### config.mk
export PLATFORM = sky130hd
export DESIGN_NAME = differential_drive_pi_speed_core
export DESIGN_NICKNAME = d
export VERILOG_FILES = /design/src/rtl/ddps_pkg.sv /design/src/rtl/ddps_lane.sv /design/src/rtl/ddps_merge.sv /design/src/rtl/differential_drive_pi_speed_core.sv
export VERILOG_INCLUDE_DIRS = /design/src /design/src/rtl
export SDC_FILE = /design/constraint.sdc
export NUM_CORES = 2
export LEC_CHECK = 0
export ABC_AREA = 1
export BUFFER_PORTS_ARGS = -buffer_cell sky130_fd_sc_hd__buf_2
export CELL_PAD_IN_SITES_DETAIL_PLACEMENT = 0
export CELL_PAD_IN_SITES_GLOBAL_PLACEMENT = 1
export CORE_MARGIN = 2
export CORE_UTILIZATION = 45
export CTS_CLUSTER_DIAMETER = 150
export DETAILED_ROUTE_END_ITERATION = 10
export GPL_ROUTABILITY_DRIVEN = 0
export PLACE_DENSITY_LB_ADDON = 0.12
export RECOVER_POWER = 50
export SYNTH_ARGS = -nofsm -noshare
export SYNTH_HDL_FRONTEND = slang
export SYNTH_HIERARCHICAL = 1
export SYNTH_SLANG_ARGS = --single-unit
### constraint.sdc
create_clock -name clk -period 7.85 [get_ports clk]
set_input_delay 1.57 -clock clk [delete_from_list [all_inputs] [get_ports clk]]
set_output_delay 1.57 -clock clk [all_outputs]
set_load 0.1 [all_outputs]
### src/rtl/assert_macros.svh
// Assertion helpers included by differential_drive_pi_speed_core.
`ifndef ASSERT_MACROS_SVH
`define ASSERT_MACROS_SVH

`ifndef ASSERT_OFF

// Implication or plain property, checked on every rising edge out of reset.
`define ASSERT_CLK(label, clk, rst_n, prop) \
  label: assert property (@(posedge clk) disable iff (!rst_n) (prop)) \
    else $error("assertion failed");

// Expression that must never be true out of reset.
`define ASSERT_NEVER(label, clk, rst_n, expr) \
  label: assert property (@(posedge clk) disable iff (!rst_n) !(expr)) \
    else $error("forbidden condition seen");

`else

`define ASSERT_CLK(label, clk, rst_n, prop)
`define ASSERT_NEVER(label, clk, rst_n, expr)

`endif

`endif

### src/rtl/ddps_pkg.sv
`timescale 1ns / 1ps

package ddps_pkg;

  localparam int IN_W      = 16;   // input field width
  localparam int TGT_W     = 17;   // wheel target width
  localparam int ERR_W     = 18;   // error and filtered error width
  localparam int INT_W     = 16;   // integral width
  localparam int GAIN_W    = 16;   // Q8.8 gain width
  localparam int PROD_W    = 35;   // widest product width
  localparam int LOUT_W    = 17;   // clamped lane output width
  localparam int DUTY_W    = 10;   // duty field width
  localparam int FRAC_BITS = 8;    // Q8.8 fraction bits

  localparam int OUTPUT_LIMIT   = 1000;
  localparam int INTEGRAL_LIMIT = 20000;

  localparam int IN_TDATA_W  = 64;
  localparam int OUT_TDATA_W = 24;
  localparam int CFG_IDX_W   = 8;

  // Configuration register indexes
  localparam logic [CFG_IDX_W-1:0] REG_GAIN_P = CFG_IDX_W'(0);
  localparam logic [CFG_IDX_W-1:0] REG_GAIN_I = CFG_IDX_W'(1);

  // Stage load strobes from the top level control to the lanes and merge
  typedef struct packed {
    logic load_s1;
    logic load_s2;
    logic load_out;
  } ddps_ctrl_t;

endpackage

### src/rtl/ddps_lane.sv
`timescale 1ns / 1ps

module ddps_lane (
  input  logic                                  clk,
  input  logic                                  rst_n,
  input  ddps_pkg::ddps_ctrl_t                  ctrl,
  input  logic        [ddps_pkg::GAIN_W-1:0]    gain_p,
  input  logic        [ddps_pkg::GAIN_W-1:0]    gain_i,
  input  logic signed [ddps_pkg::TGT_W-1:0]     target,
  input  logic signed [ddps_pkg::IN_W-1:0]      measured,
  output logic signed [ddps_pkg::LOUT_W-1:0]    lane_out
);
  import ddps_pkg::*;

  localparam int SUM_W = ERR_W + 1;
  localparam int ACC_W = PROD_W + 1;
  localparam int Q_W   = ACC_W - FRAC_BITS;

  localparam logic signed [SUM_W-1:0] INT_HI = SUM_W'(INTEGRAL_LIMIT);
  localparam logic signed [SUM_W-1:0] INT_LO = SUM_W'(-INTEGRAL_LIMIT);
  localparam logic signed [Q_W-1:0]   OUT_HI = Q_W'(OUTPUT_LIMIT);
  localparam logic signed [Q_W-1:0]   OUT_LO = Q_W'(-OUTPUT_LIMIT);
  localparam logic signed [ACC_W-1:0] RND    = ACC_W'((1 << FRAC_BITS) - 1);

  // Loop state
  logic signed [ERR_W-1:0]  filt_r, filt_nxt;
  logic signed [INT_W-1:0]  integ_r, integ_nxt;

  // Pipeline registers
  logic signed [ERR_W-1:0]  s1_filt_r;
  logic signed [INT_W-1:0]  s1_integ_r;
  logic signed [PROD_W-1:0] s2_prod_p_r, s2_prod_i_r;

  logic signed [ERR_W-1:0]  err;
  logic signed [SUM_W-1:0]  avg_sum, avg_adj, int_sum;
  logic signed [ACC_W-1:0]  acc, acc_adj;
  logic signed [Q_W-1:0]    quot;

  // Filter and integral update, the only loop-carried path
  always_comb begin
    err       = ERR_W'(target) - ERR_W'(measured);
    avg_sum   = SUM_W'(err) + SUM_W'(filt_r);
    avg_adj   = avg_sum + SUM_W'(avg_sum[SUM_W-1]);
    filt_nxt  = avg_adj[SUM_W-1:1];
    int_sum   = SUM_W'(integ_r) + SUM_W'(filt_nxt);
    if (int_sum > INT_HI) begin
      integ_nxt = INT_HI[INT_W-1:0];
    end else if (int_sum < INT_LO) begin
      integ_nxt = INT_LO[INT_W-1:0];
    end else begin
      integ_nxt = int_sum[INT_W-1:0];
    end
  end

  always_ff @(posedge clk) begin
    if (!rst_n) begin
      filt_r  <= '0;
      integ_r <= '0;
    end else if (ctrl.load_s1) begin
      filt_r  <= filt_nxt;
      integ_r <= integ_nxt;
    end
  end

  always_ff @(posedge clk) begin
    if (ctrl.load_s1) begin
      s1_filt_r  <= filt_nxt;
      s1_integ_r <= integ_nxt;
    end
    if (ctrl.load_s2) begin
      s2_prod_p_r <= PROD_W'($signed({1'b0, gain_p}) * s1_filt_r);
      s2_prod_i_r <= PROD_W'($signed({1'b0, gain_i}) * s1_integ_r);
    end
  end

  // Sum, scale toward zero, clamp
  always_comb begin
    acc     = ACC_W'(s2_prod_p_r) + ACC_W'(s2_prod_i_r);
    acc_adj = acc[ACC_W-1] ? (acc + RND) : acc;
    quot    = acc_adj[ACC_W-1:FRAC_BITS];
    if (quot > OUT_HI) begin
      lane_out = OUT_HI[LOUT_W-1:0];
    end else if (quot < OUT_LO) begin
      lane_out = OUT_LO[LOUT_W-1:0];
    end else begin
      lane_out = quot[LOUT_W-1:0];
    end
  end

endmodule

### src/rtl/ddps_merge.sv
`timescale 1ns / 1ps

module ddps_merge (
  input  logic                                   clk,
  input  ddps_pkg::ddps_ctrl_t                   ctrl,
  input  logic signed [ddps_pkg::LOUT_W-1:0]     left_out,
  input  logic signed [ddps_pkg::LOUT_W-1:0]     right_out,
  output logic        [ddps_pkg::OUT_TDATA_W-1:0] out_data
);
  import ddps_pkg::*;

  logic                    left_pos, right_pos;
  logic [LOUT_W-1:0]       left_mag, right_mag;
  logic [OUT_TDATA_W-1:0]  data_r, data_nxt;

  // Zero counts as not positive on both sides
  always_comb begin
    left_pos  = !left_out[LOUT_W-1] && (left_out != '0);
    right_pos = !right_out[LOUT_W-1] && (right_out != '0);
    left_mag  = left_out[LOUT_W-1] ? LOUT_W'(-left_out) : LOUT_W'(left_out);
    right_mag = right_out[LOUT_W-1] ? LOUT_W'(-right_out) : LOUT_W'(right_out);
    data_nxt  = {!right_pos, right_pos, right_mag[DUTY_W-1:0],
                 left_pos, !left_pos, left_mag[DUTY_W-1:0]};
  end

  always_ff @(posedge clk) begin
    if (ctrl.load_out) begin
      data_r <= data_nxt;
    end
  end

  assign out_data = data_r;

endmodule

### src/rtl/differential_drive_pi_speed_core.sv
`timescale 1ns / 1ps
// An input transfer is registered in stage 1, stage 2 and the output register before out_tvalid.
// Throughput: one item per cycle while out_tready is high; both wheels run in their own lane.
// The per-wheel filter/integral update is the only loop; it closes through filt_r and integ_r.
// Reset (rst_n low, synchronous): gains, filtered errors and integrals go to
// zero, the pipeline empties; cfg_ready stays high.

module differential_drive_pi_speed_core (
  input  logic                                    clk,
  input  logic                                    rst_n,
  // Input channel
  input  logic                                    in_tvalid,
  output logic                                    in_tready,
  // [15:0] fwd_cmd, [31:16] yaw_cmd, [47:32] left_count,
  // [63:48] right_count
  input  logic [ddps_pkg::IN_TDATA_W-1:0]         in_tdata,
  // Result channel
  output logic                                    out_tvalid,
  input  logic                                    out_tready,
  // [9:0] left_duty, [10] left_pin_one, [11] left_pin_two,
  // [21:12] right_duty, [22] right_pin_one, [23] right_pin_two
  output logic [ddps_pkg::OUT_TDATA_W-1:0]        out_tdata,
  // Configuration write channel
  input  logic                                    cfg_valid,
  output logic                                    cfg_ready,
  input  logic [ddps_pkg::CFG_IDX_W-1:0]          cfg_index,
  input  logic [ddps_pkg::GAIN_W-1:0]             cfg_data
);
  import ddps_pkg::*;

`include "assert_macros.svh"

  logic [GAIN_W-1:0] gain_p_r, gain_i_r;
  logic              s1_v_r, s1_v_nxt;
  logic              s2_v_r, s2_v_nxt;
  logic              out_v_r, out_v_nxt;
  logic              out_free, s2_free, s1_free;
  ddps_ctrl_t        ctrl;

  logic signed [IN_W-1:0]   fwd, turn, lcnt, rcnt;
  logic signed [TGT_W-1:0]  left_tgt, right_tgt;
  logic signed [LOUT_W-1:0] left_out, right_out;

  // Config writes land at once; gains must only be changed while idle, which the block does not enforce
  assign cfg_ready = 1'b1;

  always_ff @(posedge clk) begin
    if (!rst_n) begin
      gain_p_r <= '0;
      gain_i_r <= '0;
    end else if (cfg_valid && cfg_ready) begin
      case (cfg_index)
        REG_GAIN_P: gain_p_r <= cfg_data;
        REG_GAIN_I: gain_i_r <= cfg_data;
        default: ;  // drop writes beyond the register list
      endcase
    end
  end

  // Pipeline flow: each stage advances when the stage after it is empty or
  // moves on in the same cycle, so bubbles are squeezed out under stall.
  always_comb begin
    out_free      = !out_v_r || out_tready;
    ctrl.load_out = s2_v_r && out_free;
    s2_free       = !s2_v_r || ctrl.load_out;
    ctrl.load_s2  = s1_v_r && s2_free;
    s1_free       = !s1_v_r || ctrl.load_s2;
    in_tready     = s1_free;
    ctrl.load_s1  = in_tvalid && s1_free;

    s1_v_nxt  = ctrl.load_s1 ? 1'b1 : (ctrl.load_s2 ? 1'b0 : s1_v_r);
    s2_v_nxt  = ctrl.load_s2 ? 1'b1 : (ctrl.load_out ? 1'b0 : s2_v_r);
    out_v_nxt = ctrl.load_out ? 1'b1 : (out_tready ? 1'b0 : out_v_r);
  end

  always_ff @(posedge clk) begin
    if (!rst_n) begin
      s1_v_r  <= 1'b0;
      s2_v_r  <= 1'b0;
      out_v_r <= 1'b0;
    end else begin
      s1_v_r  <= s1_v_nxt;
      s2_v_r  <= s2_v_nxt;
      out_v_r <= out_v_nxt;
    end
  end

  assign out_tvalid = out_v_r;

  // Unpack the transfer and form the wheel targets
  always_comb begin
    fwd       = in_tdata[IN_W-1:0];
    turn      = in_tdata[2*IN_W-1:IN_W];
    lcnt      = in_tdata[3*IN_W-1:2*IN_W];
    rcnt      = in_tdata[4*IN_W-1:3*IN_W];
    left_tgt  = TGT_W'(fwd) - TGT_W'(turn);
    right_tgt = TGT_W'(fwd) + TGT_W'(turn);
  end

  ddps_lane u_lane_left (
    .clk      (clk),
    .rst_n    (rst_n),
    .ctrl     (ctrl),
    .gain_p   (gain_p_r),
    .gain_i   (gain_i_r),
    .target   (left_tgt),
    .measured (lcnt),
    .lane_out (left_out)
  );

  ddps_lane u_lane_right (
    .clk      (clk),
    .rst_n    (rst_n),
    .ctrl     (ctrl),
    .gain_p   (gain_p_r),
    .gain_i   (gain_i_r),
    .target   (right_tgt),
    .measured (rcnt),
    .lane_out (right_out)
  );

  // Combine both wheels into the result word
  ddps_merge u_merge (
    .clk       (clk),
    .ctrl      (ctrl),
    .left_out  (left_out),
    .right_out (right_out),
    .out_data  (out_tdata)
  );

  // A blocked input always means the first stage holds an item
  `ASSERT_CLK(a_ready_stall, clk, rst_n, !in_tready |-> s1_v_r)
  // An accepted item occupies the front of the pipeline on the next cycle
  `ASSERT_CLK(a_flow_latency, clk, rst_n,
              (ctrl.load_s1 && out_tready && $past(out_tready)) |=> s2_v_r || s1_v_r)
  // Left direction pins are always complementary on a valid result
  `ASSERT_NEVER(a_left_pins, clk, rst_n, out_tvalid && (out_tdata[10] == out_tdata[11]))
  // Duty never exceeds the output limit
  `ASSERT_NEVER(a_duty_limit, clk, rst_n,
                out_tvalid && (out_tdata[9:0] > 10'(OUTPUT_LIMIT)))

endmodule
==> flow_metrics.env <==
export IMPL_status="complete, but fails checks"
export IMPL_violations="max-capacitance violations, max-slew violations"
export IMPL_synthFlopType="edfxtp_1"
export IMPL_worstHoldStart="s2_v_r"
export IMPL_multi_input_area_sq_um=51000
export IMPL_min_path_type="register to register"
export IMPL_fin_ws_ns=0.294
export IMPL_critical_path_max_stage_delay_ns=0.52
export IMPL_relSlewSlack_pct=-103
export IMPL_synthArstFlopShare_pct=0
export IMPL_period_needed_ns=7.56
export IMPL_max_freq_ghz=0.132
export IMPL_ys_warn_count=6
export IMPL_drive_gt1_share_pct=12.3
export IMPL_slowest_stage="fa_1"
export IMPL_coreArea_sq_um=152000
export IMPL_finalClockSkew_ns=0.0236
export IMPL_ctsRootBufferMaster="clkbuf_16"
export IMPL_grt_pass1_vias=59000
export IMPL_totalWireLength_um=196000
export IMPL_path_class="primary input to register"
export IMPL_leakagePower_nw=43.7
export IMPL_whs_path_depth=2
export IMPL_critical_path_startpoint_type="primary input"
export IMPL_r2r_slack_ns=0.68
export IMPL_cts_tree="yes"
export IMPL_pre_cts_ws_ns=-0.775
export IMPL_post_route_period_util_pct=96.3
export IMPL_hold_viol=0
export IMPL_row_count=143
export IMPL_start_util_pct=45.4
export IMPL_tightestPinTransition_ns=3.05
export IMPL_clk_insertion_delay_late_ns=0.62
export IMPL_synth_top_area_share_pct=29.4
export IMPL_post_route_util_pct=51.2
export IMPL_fill_cells=15100
export IMPL_critPathRequiredTime_ns=8.20
export IMPL_ys_seq_area_share_pct=12.9
export IMPL_antenna_found_initial=29
export IMPL_end_kind="register"
export IMPL_synth_edf_count=228
export IMPL_cts_buffer_depth=3
export IMPL_first_pass_iters=6
export IMPL_die_area_sq_um=157000
export IMPL_p_total_w=0.0256
export IMPL_routed_via_density=4.86
export IMPL_syn_inst=9443
export IMPL_clock_sinks=331
export IMPL_cts_buffers=44
export IMPL_wl_per_cell_um=16.5
export IMPL_yosysTopAreaCell="fa_1"
export IMPL_post_route_drc_count=0
export IMPL_setup_violations_final=0
export IMPL_die_y_um=396
export IMPL_hold_path_endpoint="out_tvalid"
export IMPL_syn2layout_area_growth_pct=12.8
export IMPL_path_max_fanout=8
export IMPL_cp_arrival_ns=7.91
export IMPL_pin_count=120
export IMPL_port_buffers=118
export IMPL_pwr_density_cell_nw_per_um2=328
export IMPL_drv_cap=5
export IMPL_ir_drop_mv=0.690
export IMPL_grt_usage_pct=25.2
export IMPL_cts_max_level=2
export IMPL_via_count=58000
export IMPL_ys_top_cells_by_area="fa_1, nand2_1, inv_1, ha_1, edfxtp_1"
export IMPL_seq_area_sq_um=8910
export IMPL_grt_first_pass_wirelength_um=316000
export IMPL_cpMostUsedCell="nand2_1"
export IMPL_synth_seq_cells=331
export IMPL_ant_nets=0
export IMPL_syn_num_nets=11200
export IMPL_startpoint="in_tdata[0]"
export IMPL_reg2reg_to="u_lane_right/s2_prod_i_r[30]"
export IMPL_syn_avg_cell_area_sq_um=7.33
export IMPL_fin_tns_setup_ns=0
export IMPL_die_w_um=396
export IMPL_clkTransAtPathRegs_ns=0.06
export IMPL_yosysUniqueCellTypes=68
export IMPL_r2r_start="gain_i_r[6]"
export IMPL_grt_overflow=0
export IMPL_ff2ff_path_depth=24
export IMPL_grt_start_max_net_pins=100
export IMPL_syn_area_sq_um=69200
export IMPL_final_max_slew_viol_count=297
export IMPL_hpwl_um=166000
export IMPL_drt_initial_drc_count=3211
export IMPL_nNetsFinal=11600
[Yosys cell counts, types with 18 or more instances]
cell type,number
fa_1,1016
dfxtp_1,103
nand2_2,77
nor2_4,18
nand4_1,71
nand3_1,338
nand2_1,2627
clkbuf_1,249
or2_2,32
nor3_1,47
a31oi_1,23
o21ai_0,147
xnor2_1,66
o21ai_1,19
nor2_2,58
a21oi_1,353
nand3_2,30
inv_2,23
xor2_1,176
o21bai_1,20
ha_1,608
edfxtp_1,228
nor2_1,441
inv_1,2480
[per-stage QoR]
| stage | instances | hold slack, ns | instance area (sq um) |
|---|---|---|---|
| 3_5_place_dp | 11800 | 0.470 | 75100 |
| 6_report | 11900 | 0.480 | 78000 |
| 3_3_place_gp | 11800 | 0.467 | 75100 |
| 5_1_grt | 11900 | 0.519 | 78000 |
| 4_1_cts | 11900 | 0.480 | 76600 |
| 2_1_floorplan | 9443 | 0.437 | 69200 |
[state kept, by name (all words and copies together) (netlist names)]
| signal | flops |
|---|---|
| u_lane_left/s1_integ_r | 16 |
| u_lane_right/filt_r | 18 |
| u_lane_right/integ_r | 16 |
| u_lane_left/integ_r | 16 |
| u_lane_right/s2_prod_p_r | 35 |
| u_lane_right/s1_integ_r | 16 |
| u_merge/out_data | 24 |
| gain_p_r | 16 |
| s1_v_r | 1 |
| out_tvalid | 1 |
| gain_i_r | 16 |
| s2_v_r | 1 |
| u_lane_left/s2_prod_i_r | 33 |
| u_lane_right/s1_filt_r | 18 |
| u_lane_right/s2_prod_i_r | 33 |
| u_lane_left/filt_r | 18 |
| u_lane_left/s1_filt_r | 18 |
| u_lane_left/s2_prod_p_r | 35 |
[power breakdown]
group	leakage [nW]	total (W)	internal [W]	switching, W
clock	0.717	0.00206	0.00121	0.000848
sequential	3.00	0.00395	0.00272	0.00123
combinational	40.0	0.0196	0.00901	0.0106
total	43.7	0.0256	0.0129	0.0126
[worst max-delay path by stage]
stage | cells after the start | slack [ns] | to
after floorplan | 48 | 0.003 | u_lane_left/s1_integ_r[0]
after global placement | 49 | -0.76 | u_lane_left/s1_integ_r[1]
after detailed placement | 42 | -0.78 | u_lane_left/s1_integ_r[2]
after CTS | 46 | 0.01 | u_lane_right/integ_r[10]
after global routing | 51 | -0.15 | u_lane_left/s1_integ_r[10]
final | 51 | 0.29 | u_lane_left/s1_integ_r[9]
[worst max-delay path: cells and delay by family]
family / cells / cell delay, ns
AOI/OAI and AO/OA: 5 / 0.59
adders and majority gates: 5 / 1.67
xor gates and xnor gates: 2 / 0.40
and+or+nand+nor: 25 / 2.32
buffers and inverters: 14 / 1.29
[cell type report]
class | instances | share of cell area [%]
Clock inverter | 25 | 0.319
Antenna cell | 8 | 0.0257
Multi-Input combinational cell | 6317 | 65.3
Tap cell | 2030 | 3.26
Sequential cell | 331 | 11.4
Timing Repair Buffer | 654 | 6.02
Inverter | 2507 | 12.1
Clock buffer | 57 | 1.57
[logic make-up (layout without fill, tap and decap cells)]
family          Yosys count  after routing  synth area share, %
other cells               1              9              0.00542
xor+xnor                243            243                 3.10
fa+ha+maj              1624           1624                 40.4
simple gates           3804           3805                 23.2
compound gates          644            644                 5.12
buf+inv                2796           3243                 15.3
flops                   331            331                 12.9
[per-layer routing]
metal	global-route usage, %	part of all wire, %	wire length [um]
met1	35.5	47	92000
met2	41.4	46	90100
met3	3.15	4.9	9540
met4	5.91	2.3	4580
met5	0	0.11	212
[placed cells by master (no fill, tap or decap), types with 33 or more instances in the layout]
cell type,synthesis,layout
clkbuf_16,0,48
fa_1,1016,1013
nand2_1,2627,2580
a21oi_2,7,33
inv_2,23,44
buf_4,4,517
ha_1,608,573
clkbuf_1,249,38
nand2_2,77,116
nand3_1,338,318
a21oi_1,353,327
or2_2,32,33
edfxtp_1,228,228
nor2_2,58,75
xor2_1,176,156
o21ai_0,147,129
xnor2_1,66,61
nand3_2,30,44
nand4_1,71,71
nor3_1,47,37
buf_2,13,92
inv_1,2480,2457
dfxtp_1,103,101
nor2_1,441,416
[what timing repair did]
action | 4_1_cts | 5_1_grt
cloned | 0 | 3
pin swaps | 2 | 100
setup endpoints to repair | 45 | 64
hold endpoints to repair | 0 | 0
hold buffers | 0 | 0
resized for setup | 11 | 288
buffers inserted | 2 | 23
Power figures use the tool's default switching activity.
